$ cat src/sv/sli_pkg.sv
// sorted list insert/delete: shared types, status codes and field layout
// used by the cell, the top level and the port checker; no dependencies
`timescale 1ns / 1ps
`default_nettype none

package sli_pkg;

  localparam int unsigned CapacityDef = 64;
  localparam int unsigned ValueW = 32;
  localparam int unsigned CountW = 7;
  localparam int unsigned StatusW = 2;

  // opcode of an input transfer
  localparam logic OpInsert = 1'b0;
  localparam logic OpDelete = 1'b1;

  // result status codes
  localparam logic [StatusW-1:0] StInserted = 2'd0;
  localparam logic [StatusW-1:0] StDeleted = 2'd1;
  localparam logic [StatusW-1:0] StNotFound = 2'd2;
  localparam logic [StatusW-1:0] StFull = 2'd3;

  // stream widths, whole bytes
  localparam int unsigned InDataW = 40;
  localparam int unsigned OutDataW = 48;

  // output field positions
  localparam int unsigned OutStatusLsb = 0;
  localparam int unsigned OutCountLsb = 2;
  localparam int unsigned OutSmallLsb = 9;
  localparam int unsigned OutValidBit = 41;

  // per-cycle command broadcast to every cell
  typedef struct packed {
    logic cmp_en;
    logic ins_en;
    logic del_en;
  } cell_cmd_t;

endpackage

`default_nettype wire

$ cat src/sv/sli_cell.sv
// sorted list insert/delete: one storage cell of the sorted chain
// depends on sli_pkg; neighbors exchange entries and position flags
`timescale 1ns / 1ps
`default_nettype none

module sli_cell #(
  parameter int unsigned Idx = 0,
  parameter int unsigned CntW = 7
) (
  input  wire logic                                clk_i,
  input  wire logic                                rst_ni,
  input  wire sli_pkg::cell_cmd_t                  cmd_i,
  input  wire logic signed [sli_pkg::ValueW-1:0]   key_i,
  input  wire logic [CntW-1:0]                     count_i,
  input  wire logic signed [sli_pkg::ValueW-1:0]   left_entry_i,
  input  wire logic                                left_after_i,
  input  wire logic signed [sli_pkg::ValueW-1:0]   right_entry_i,
  input  wire logic                                found_i,
  output logic signed [sli_pkg::ValueW-1:0]        entry_o,
  output logic                                     after_o,
  output logic                                     match_o
);

  logic signed [sli_pkg::ValueW-1:0] entry_q;
  logic after_q;
  logic match_q;
  logic occupied;

  // a cell holds an entry when its place lies below the count
  assign occupied = count_i > CntW'(Idx);

  // compare flags: at or past the insert point, and equal to the key
  always_ff @(posedge clk_i or negedge rst_ni) begin
    if (!rst_ni) begin
      after_q <= 1'b0;
      match_q <= 1'b0;
    end else if (cmd_i.cmp_en) begin
      after_q <= !occupied || (entry_q >= key_i);
      match_q <= occupied && (entry_q == key_i);
    end
  end

  // entry update: shift toward the tail on insert, toward the head on delete
  always_ff @(posedge clk_i) begin
    if (cmd_i.ins_en && after_q) begin
      entry_q <= left_after_i ? left_entry_i : key_i;
    end else if (cmd_i.del_en && found_i && after_q) begin
      entry_q <= right_entry_i;
    end
  end

  assign entry_o = entry_q;
  assign after_o = after_q;
  assign match_o = match_q;

endmodule

`default_nettype wire

$ cat config.mk
export PLATFORM = sky130hd
export DESIGN_NAME = sli_cell
export DESIGN_NICKNAME = d
export VERILOG_FILES = /design/src/sv/sli_pkg.sv /design/src/sv/sli_cell.sv
export SDC_FILE = /design/constraint.sdc
export NUM_CORES = 1
export LEC_CHECK = 0
export ABC_AREA = 1
export BUFFER_PORTS_ARGS = -buffer_cell sky130_fd_sc_hd__buf_2
export CAP_MARGIN = 5
export CORE_MARGIN = 2
export CORE_UTILIZATION = 45
export DETAILED_ROUTE_END_ITERATION = 6
export GPL_ROUTABILITY_DRIVEN = 0
export PLACE_DENSITY = 0.83
export SYNTH_ARGS = -nofsm -noshare
export SYNTH_HDL_FRONTEND = slang
export SYNTH_SLANG_ARGS = --single-unit
$ cat constraint.sdc
create_clock -name clk_i -period 3.3 [get_ports clk_i]
set_clock_uncertainty 0.15 [all_clocks]
set_input_delay 0.165 -clock clk_i [delete_from_list [all_inputs] [get_ports clk_i]]
set_output_delay 0.165 -clock clk_i [all_outputs]
set_load 0.005 [all_outputs]
== After elaboration in Yosys (flattened, before gate mapping) ==
Cells that the tools add are included.
Storage, ports and cells
  flip-flop bits (word level): 34
  bits of input ports: 110
  logic and storage cells: 16
Operators by class
  $lt $le $gt $ge: 2
  eq/ne operators: 1
  mux-type cells: 3
  reductions and logical operators: 7
Operators by type and width (number)
  two-way mux 32 bit: 3
  == test 32 bit: 1
  >= comparator 32 bit: 1
  > comparator 7 x 1 -> 1 bit, second input constant: 1
  logical AND 1 bit: 4
  nonzero test 2 bit: 1
  zero test 1 bit: 1
  logical OR 1 bit: 1

== Longest topological paths before layout ==
Gate-level depths: netlist (run 1).
  depth after elaboration: 4
  mapped depth: 17

== Least setup slack after synthesis (run 1) ==
Ideal clock, no wire load.
  path type: reg-to-reg
  start: register after_q, in the netlist after_o
  end: register entry_q, in the netlist entry_o[0], enable pin
  setup time: 0.478 ns
  arrival time: 1.466 ns
  slack: 1.206 ns
  stages on the path, launching flop included: 4
  buffers on the path: 1
  clock period less this slack: 2.094 ns
  cell sequence: dfrtp_1 -> nand2_1 -> clkbuf_1 -> nand2_1
Between the ends
  cells in the longest elaborated chain, start to end: 2
  elaborated cells between the ends (all ways): 3
  those cells by class: reduce/logical: 3
Ends and longest elaborated chain
  start, declared: RTL line sli_cell.sv:25  | logic after_q;
  start signal, assigned: RTL line sli_cell.sv:38  | after_q <= !occupied || (entry_q >= key_i);
  logical AND 1 bit (on tied branches): RTL line sli_cell.sv:45, sli_cell.sv:47
  nonzero test 2 bit (no source line) *
  end signal, assigned: RTL line sli_cell.sv:46  | entry_q <= left_after_i ? left_entry_i : key_i;
  end signal, assigned: RTL line sli_cell.sv:48  | entry_q <= right_entry_i;
  end, declared: RTL line sli_cell.sv:24  | logic signed [sli_pkg::ValueW-1:0] entry_q;
Mark *: on every way between the ends. The rest lies on a longest branch, timed or not.
A chain may end at the register's enable or synchronous reset.

== Worst setup path in the final report (run 1) ==
  start: register entry_q, in the netlist entry_o[31]
  end: register after_q, in the netlist after_o
Between the ends
  cells in the longest elaborated chain, start to end: 2
Ends and longest elaborated chain (RTL line)
  >= comparator 32 bit: sli_cell.sv:38
  logical OR 1 bit: sli_cell.sv:38
No other way between the ends.

==> parameters.txt, run 1 <==
Parameter                              Value

STA
  Fmax ... 0.5288 GHz
  RSZ-0062 raised after global routing ... no
  Max-slew headroom ... 59.54%
  Max-slew violation count ... 0
  Final hold vios ... 0
  Final Hold Slack ... 0.04596 ns
  Final cycle utilization of the critical path ... 57.30%
  Slew of the pin with the lowest slew margin ... 0.6069 ns
  Final worst path period need ... 1.891 ns
  Final setup violating endpoints ... 0
  Setup Total Neg Slack ... 0 ns

Job
  Number of maximum-capacitance violations ... 0

Synth
  Most frequently used flop master after synthesis ... sky130_fd_sc_hd__edfxtp_1
  Sequential element share of the synthesized area ... 39.17%
  Mapped Cells ... 335
  Fraction of synthesized cell area taken by the top area cell type ... 37.23%
  Netlist area before placement ... 0.002581 mm2
  Syn Area/Cell ... 7.705 um2
  Synthesis-stage register bit count ... 34
  Top cells by count, synth ... sky130_fd_sc_hd__a21oi_1 (78), sky130_fd_sc_hd__nand2_1 (71), sky130_fd_sc_hd__nor2_1 (41), sky130_fd_sc_hd__inv_1 (39)
  Number of enable flip-flop cells after synthesis ... 32
  Leading cell types by total area after synthesis ... sky130_fd_sc_hd__edfxtp_1 (37%), sky130_fd_sc_hd__ha_1 (16%), sky130_fd_sc_hd__a21oi_1 (15%)
  Number of warnings issued by yosys ... 0
  Count of distinct cell types in the synthesized netlist ... 23
  Most frequently used cell type in the post-synthesis netlist ... sky130_fd_sc_hd__a21oi_1
  Net Count, Synth ... 477
  FFs w/ async S/R, synth ... 5.882%
  Biggest area consumer among synthesized cells ... sky130_fd_sc_hd__edfxtp_1

CTS
  Clock transition time at the flip-flop clock pins of the worst setup and hold paths ... 0.07 ns
  H-tree level count ... 2
  Clock buffers created by TritonCTS ... 5
  Clock Sink Count ... 34
  Skew-Pair Late Insertion Delay ... 0.29 ns
  Clock Tree Root ... sky130_fd_sc_hd__clkbuf_8
  Buffer levels on the longest clock path ... 2
  Clock tree from TritonCTS ... done
  Post CTS Setup Buffer Count ... 0

Cells and area
  Final cell count without fillers ... 549
  Fin nets ... 618
  ANT cells ... 0
  Area growth from synthesis to layout ... 33.83%
  Layout cells sized above 1 ... 33.96%

Worst setup path
  Largest fanout on the critical path ... 4
  Worst path max stage delay ... 0.42 ns
  Max stage delay cell, worst path ... sky130_fd_sc_hd__edfxtp_1
  Critical setup path kind ... reg -> reg
  Crit path DAT ... 1.93 ns
  Required time at the endpoint of the critical path ... 3.34 ns
  Crit start category ... flip-flop
  Cell breakdown of the critical path ... ha_1 -> nand2_2 -> nor2_2 -> nand2_2 -> nor4_4 -> nand2_1 -> nand3_1 -> nand3_1 -> nand2_1 -> inv_1
  Family with the most delay on the worst path ... simple AND/OR/NAND/NOR gates
  Sort of element at the end of the critical path ... flip-flop
  Buffers plus inverters on the worst setup path ... 1

Hold path
  HP Class ... in -> reg

Drt
  Final wirelength ... 7250 um
  Average via count per standard cell ... 5.002
  Routed wire length per instance ... 13.21 um
  First drt pass iteration count ... 4
  DR vias ... 2746
  DRC violation total after the first TritonRoute iteration ... 117
  DRC Markers ... 0
  Number of nets with antenna violations after routing ... 0

GRT
  Overflow after GRT ... 0
  Pin count of the biggest net entering global routing ... 35
  Vias in the first global route ... 2654
  Antenna violations before repair ... 0
  First-pass GRT wire length ... 11480 um
  GR Util All Layers ... 23.16%

Placed design
  Placed Instances ... 539
  Post-detailed-placement half-perimeter wirelength ... 5522 um
  Count of port buffers added during placement ... 143

Power and ir drop
  Power density relative to cell area ... 436.3 mW/mm2
  Worst vdd ir ... 0.2266 mV
  Leakage dissipation ... 0.001844 uW

Outcome
  Status ... completed

Floorplanning
  X dimension of the die ... 79.74 um
  Number of I/O pins ... 144
  Starting utilization of the core area ... 46.88%
  Number of placement rows ... 27
  Die outline height ... 79.74 um
  Core outline area ... 0.005507 mm2
  Die outline area ... 0.006358 mm2
## placed cells by master, fill, tap and decap left out, drive strengths merged, types with 3 or more instances in the layout
cell type / synthesis / final
edfxtp: 32 / 32
a21oi: 78 / 78
ha: 32 / 32
o21ai: 3 / 3
nand2: 73 / 73
buf: 0 / 145
nand3: 6 / 6
inv: 44 / 44
nor2: 42 / 42
clkbuf: 13 / 6
## registers in the layout (all words and copies together), names as in the netlist
signal / count
entry_o: 32
after_o: 1
match_o: 1
## worst reg2reg max path, stage by stage, from the launching register on
cell	delay, ns
sky130_fd_sc_hd__edfxtp_1	0.42
sky130_fd_sc_hd__ha_1	0.38
sky130_fd_sc_hd__nand2_2	0.08
sky130_fd_sc_hd__nor2_2	0.14
sky130_fd_sc_hd__nand2_2	0.09
sky130_fd_sc_hd__nor4_4	0.18
sky130_fd_sc_hd__nand2_1	0.11
sky130_fd_sc_hd__nand3_1	0.08
sky130_fd_sc_hd__nand3_1	0.07
sky130_fd_sc_hd__nand2_1	0.06
sky130_fd_sc_hd__inv_1	0.03
## final timing paths
check | from | cells after the start | slack, ns | to
max | entry_o[31] | 10 | 1.41 | after_o
min | right_entry_i[13] | 3 | 0.05 | entry_o[13]
max reg2reg | entry_o[31] | 10 | 1.41 | after_o
min reg2reg | match_o | 2 | 0.38 | match_o
max in group asynchronous | rst_ni | 2 | 2.84 | match_o
min in group asynchronous | rst_ni | 2 | 0.06 | after_o
## routing by layer
| metal | wire length [um] | up-vias | GRT usage [%] |
|---|---|---|---|
| li1 | - | 1398 | - |
| met3 | 433 | 17 | 3.394 |
| met1 | 2885 | 1232 | 26.08 |
| met2 | 3775 | 99 | 44.29 |
| met4 | 156 | 0 | 7.627 |
| met5 | 0 | - | 0 |
## per-stage QoR
stage,instance area [um2],power (uW),util [%],worst slack (ns)
3_3_place_gp,3353,1182,60.90,1.470
4_1_cts,3455,1521,62.74,1.392
5_1_grt,3455,1625,62.74,1.263
3_5_place_dp,3353,1214,60.90,1.412
6_report,3455,1507,62.74,1.409
2_1_floorplan,2581,971.8,-,1.206
## cell type report
class / instances / area (um2)
fill: 519 / 2052
multi-input combinational: 244 / 1356
sequential: 34 / 1011
timing repair buffer: 147 / 750.7
inverter: 44 / 165.2
tap: 72 / 90.09
clock buffer: 6 / 72.57
clock inverter: 2 / 8.758
## timing repair
item	4_1_cts	5_1_grt
gates resized for setup	0	0
endpoints found under the hold margin	3	0
setup endpoints to repair	0	0
hold buffers	2	0
## kinds of logic after synthesis
group | Yosys count | synth area share [%]
AND/OR/NAND/NOR | 128 | 20.41
AO/OA/AOI/OAI | 84 | 16.63
flip-flops | 34 | 39.17
buffers and inverters | 57 | 8.289
adder cells (fa/ha/maj) | 32 | 15.51
## where the power goes
group	internal, uW	switching, uW	total (uW)
combinational	243	328	571
clock	145	155	300
sequential	589	47.0	636
total	977	530	1510
No activity file was read; power rests on OpenSTA's default activity.
==> run 2: changes to the inputs <==
--- a/config.mk
+++ b/config.mk
@@ -5,7 +5,7 @@
 export SDC_FILE = /design/constraint.sdc
 export NUM_CORES = 1
 export LEC_CHECK = 0
-export ABC_AREA = 1
+export ABC_AREA = 0
 export BUFFER_PORTS_ARGS = -buffer_cell sky130_fd_sc_hd__buf_2
 export CAP_MARGIN = 5
 export CORE_MARGIN = 2
==> constraint.sdc (replaced) <==
create_clock -name clk_i -period 1.9 [get_ports clk_i]
set_clock_uncertainty 0.15 [all_clocks]
set_input_delay 0.095 -clock clk_i [delete_from_list [all_inputs] [get_ports clk_i]]
set_output_delay 0.095 -clock clk_i [all_outputs]
set_load 0.005 [all_outputs]
==> run 2 against run 1 <==
Net effect:
- critical path depth is 3 lower
- global-route usage is 0.37 points higher
- the flow now finishes with violations (negative setup slack)
- die area decreased by 1.5%
- highest routed layer unchanged
- via count fell by 3.8%
- wire length grew 1.3%
- sequential share of layout area shrank 3.3 points
- total power grew 100%
- clock power grew 86%
- area after synthesis down 1.6%
- sequential cell count is the same
==> parameters.txt, run 2 <==
Parameter                              Value

Drt
  DR vias ... 2641 (-3.8%)
  Highest routed layer ... met4
  Final wirelength ... 7347 um (+1.3%)
  Average via count per standard cell ... 5.021 (+0.38%)
  Routed wl met2 ... 3952 um (+4.7%)
  Number of nets with antenna violations after routing ... 0 (unchanged)
  DRC violation total after the first TritonRoute iteration ... 96 (-18%)
  DRC Markers ... 0 (unchanged)
  Met1 Wirelength ... 2842 um (-1.5%)
  First drt pass iteration count ... 4 (unchanged)
  Metal3 WL ... 393 um (-9.2%)
  Routed wire length per instance ... 13.97 um (+5.8%)

Floorplanning
  Die outline height ... 79.13 um (-0.76%)
  Core outline area ... 0.005473 mm2 (-0.61%)
  Number of placement rows ... 27 (unchanged)
  Starting utilization of the core area ... 46.41% (-0.47 points)
  Die outline area ... 0.006262 mm2 (-1.5%)
  Number of I/O pins ... 144 (unchanged)
  X dimension of the die ... 79.13 um (-0.76%)

Synth
  Most frequently used cell type in the post-synthesis netlist ... sky130_fd_sc_hd__a21oi_1
  Most frequently used flop master after synthesis ... sky130_fd_sc_hd__edfxtp_1
  Leading cell types by total area after synthesis ... sky130_fd_sc_hd__edfxtp_1 (38%), sky130_fd_sc_hd__ha_1 (16%), sky130_fd_sc_hd__mux2i_1 (13%)
  Top cells by count, synth ... sky130_fd_sc_hd__a21oi_1 (50), sky130_fd_sc_hd__inv_1 (36), sky130_fd_sc_hd__nor2_1 (36)
  Count of distinct cell types in the synthesized netlist ... 28 (+22%)
  Mapped Cells ... 270 (-19%)
  Biggest area consumer among synthesized cells ... sky130_fd_sc_hd__edfxtp_1
  Synthesis-stage register bit count ... 34 (unchanged)
  Net Count, Synth ... 412 (-14%)
  Fraction of synthesized cell area taken by the top area cell type ... 37.83% (+0.61 points)
  FFs w/ async S/R, synth ... 5.882% (unchanged)
  Sequential element share of the synthesized area ... 39.80% (+0.64 points)
  Netlist area before placement ... 0.002540 mm2 (-1.6%)
  Syn Area/Cell ... 9.407 um2 (+22%)
  Number of enable flip-flop cells after synthesis ... 32 (unchanged)
  Number of warnings issued by yosys ... 0 (unchanged)

Cells and area
  Layout cells sized above 1 ... 39.65% (+5.7 points)
  Fin nets ... 595 (-3.7%)
  ANT cells ... 0 (unchanged)
  Commonest cells after routing, fill and taps aside ... sky130_fd_sc_hd__buf_2 (143), sky130_fd_sc_hd__a21oi_1 (50), sky130_fd_sc_hd__inv_1 (36), sky130_fd_sc_hd__nor2_1 (36)
  Area growth from synthesis to layout ... 53.50%
  Final Core Density ... 71.24% (+8.5 points)
  Cell area after layout ... 0.003899 mm2 (+13%)
  Most frequent standard cell in the layout excluding fill and tap cells ... sky130_fd_sc_hd__buf_2
  Number of flip-flops under the largest register name ... 32 (unchanged)

CTS
  Clock Tree Root ... sky130_fd_sc_hd__clkbuf_8
  Clock Sink Count ... 34 (unchanged)
  Clock tree from TritonCTS ... done
  H-tree level count ... 2 (unchanged)
  Clock transition time at the flip-flop clock pins of the worst setup and hold paths ... 0.07 ns (about the same)
  Skew-Pair Late Insertion Delay ... 0.29 ns (about the same)
  Clock buffers created by TritonCTS ... 5 (unchanged)
  Buffer levels on the longest clock path ... 2 (unchanged)

Worst setup path
  Buffers plus inverters on the worst setup path ... 0 (-1)
  Crit start category ... flip-flop
  Launching element of the worst setup path ... entry_o[9]
  Crit path DAT ... 2.19 ns (+0.26 ns)
  Required time at the endpoint of the critical path ... 1.90 ns (-1.44 ns)
  Worst path max stage delay ... 0.43 ns (about the same)
  Cell breakdown of the critical path ... ha_1 -> nand4_1 -> nor2_1 -> a221o_1 -> a211o_1 -> a2111oi_4 -> a211oi_2
  Critical setup path kind ... reg -> reg
  Crit Reg-Reg Startpoint ... entry_o[9]
  Largest fanout on the critical path ... 2 (-2)
  Sort of element at the end of the critical path ... flip-flop
  Max stage delay cell, worst path ... sky130_fd_sc_hd__edfxtp_1
  Family with the most delay on the worst path ... compound AO/OA/AOI/OAI gates

Power and ir drop
  Power Total ... 3054 uW (+100%)
  Worst vdd ir ... 0.4670 mV (+110%)
  Power density relative to cell area ... 783.4 mW/mm2 (+80%)
  Leakage dissipation ... 0.001988 uW (+7.8%)

Job
  Number of maximum-capacitance violations ... 0 (unchanged)

STA
  Max-slew headroom ... 64.02% (+4.5 points)
  Fmax ... 0.4550 GHz (-14%)
  Slew of the pin with the lowest slew margin ... 0.5341 ns (-0.07281 ns)
  Final hold vios ... 0 (unchanged)
  Final cycle utilization of the critical path ... 115.7% (+58 points)
  RSZ-0062 raised after global routing ... yes
  Final setup violating endpoints ... 1 (+1)
  Max-slew violation count ... 0 (unchanged)
  Worst setup margin ... -0.2976 ns (-1.707 ns)
  Final worst path period need ... 2.198 ns (+0.3066 ns)

GRT
  Overflow after GRT ... 0 (unchanged)
  GR Util All Layers ... 23.54% (+0.37 points)
  Pin count of the biggest net entering global routing ... 65 (+86%)
  Antenna violations before repair ... 0 (unchanged)
  First-pass GRT wire length ... 11620 um (+1.2%)
  Vias in the first global route ... 2729 (+2.8%)

Hold path
  HP Class ... in -> reg
  Min-delay src ... right_entry_i[16]

Placed design
  Dpl cell area ... 0.003480 mm2 (+3.8%)
  Count of port buffers added during placement ... 143 (unchanged)
  Post-detailed-placement half-perimeter wirelength ... 5450 um (-1.3%)

Outcome
  Violations in the final reports ... negative setup slack
  Status ... complete, but fails checks
==> run 2: cell count changes after synthesis, sizes merged, moves of 6 or more <==
cell / previous run / this run
a21oi: 78 / 50
buf: 0 / 7
clkbuf: 13 / 4
inv: 44 / 36
mux2i: 0 / 32
nand2: 73 / 9
nor2: 42 / 36
==> run 2: area by class of cell <==
class / instances / area [um2]
fill: 430 / 1574
multi-input combinational: 189 / 1425
timing repair buffer: 187 / 1146
sequential: 34 / 1011
inverter: 36 / 135.1
tap: 72 / 90.09
clock buffer: 7 / 86.33
clock inverter: 1 / 5.005
==> run 2: cell families after synthesis <==
group                    share of synthesized area [%]
multiplexers                                     12.61
adder cells (fa/ha/maj)                          15.76
flip-flops                                       39.80
buffers and inverters                            7.093
AO/OA/AOI/OAI                                    14.04
AND/OR/NAND/NOR                                  10.69
==> run 2: worst min-delay path, cell delays in order <==
cell                      delay (ns)
sky130_fd_sc_hd__buf_2          0.07
sky130_fd_sc_hd__nor2_1         0.03
sky130_fd_sc_hd__a21oi_1        0.11
==> run 2: repair_timing <==
item	4_1_cts	5_1_grt
pin swaps	1	2
gates resized for setup	1	5
hold buffers	25	0
setup endpoints to repair	2	2
endpoints found under the hold margin	24	0
buffers inserted	3	0
==> run 2: through the flow <==
stage / worst slack, ns / setup TNS [ns] / hold slack [ns] / cells
final: -0.2976 / -0.2976 / 0.003401 / 526
after global routing: -0.3646 / -0.3955 / 0.02365 / 526
after CTS: -0.2712 / -0.2712 / 0.001707 / 526
after detailed placement: -0.2656 / -0.2908 / -0.2671 / 490
after global placement: -0.1743 / -0.1743 / -0.2695 / 490
after floorplan: -0.1366 / -0.1366 / -0.3506 / 270
==> run 2: path summary, 6_finish.rpt <==
path	endpoint	slack [ns]	depth (start not counted)
setup / recovery	after_o	-0.30	7
hold / removal	entry_o[16]	0.003	3
setup reg to reg	after_o	-0.30	7
hold reg to reg	match_o	0.42	2
max in group asynchronous	after_o	0.94	3
min in group asynchronous	match_o	0.54	3
==> run 2: layer usage <==
layer / vias up / global-route usage, %
li1: 1337 / -
met5: - / 0
met2: 84 / 45.25
met3: 17 / 4.432
met1: 1203 / 25.51
met4: 0 / 8.103
==> run 2: power by group <==
group	internal, uW	switching, uW	leakage, uW
combinational	641	670	0.00161
sequential	1080	108	0.000329
clock	292	266	0.0000482
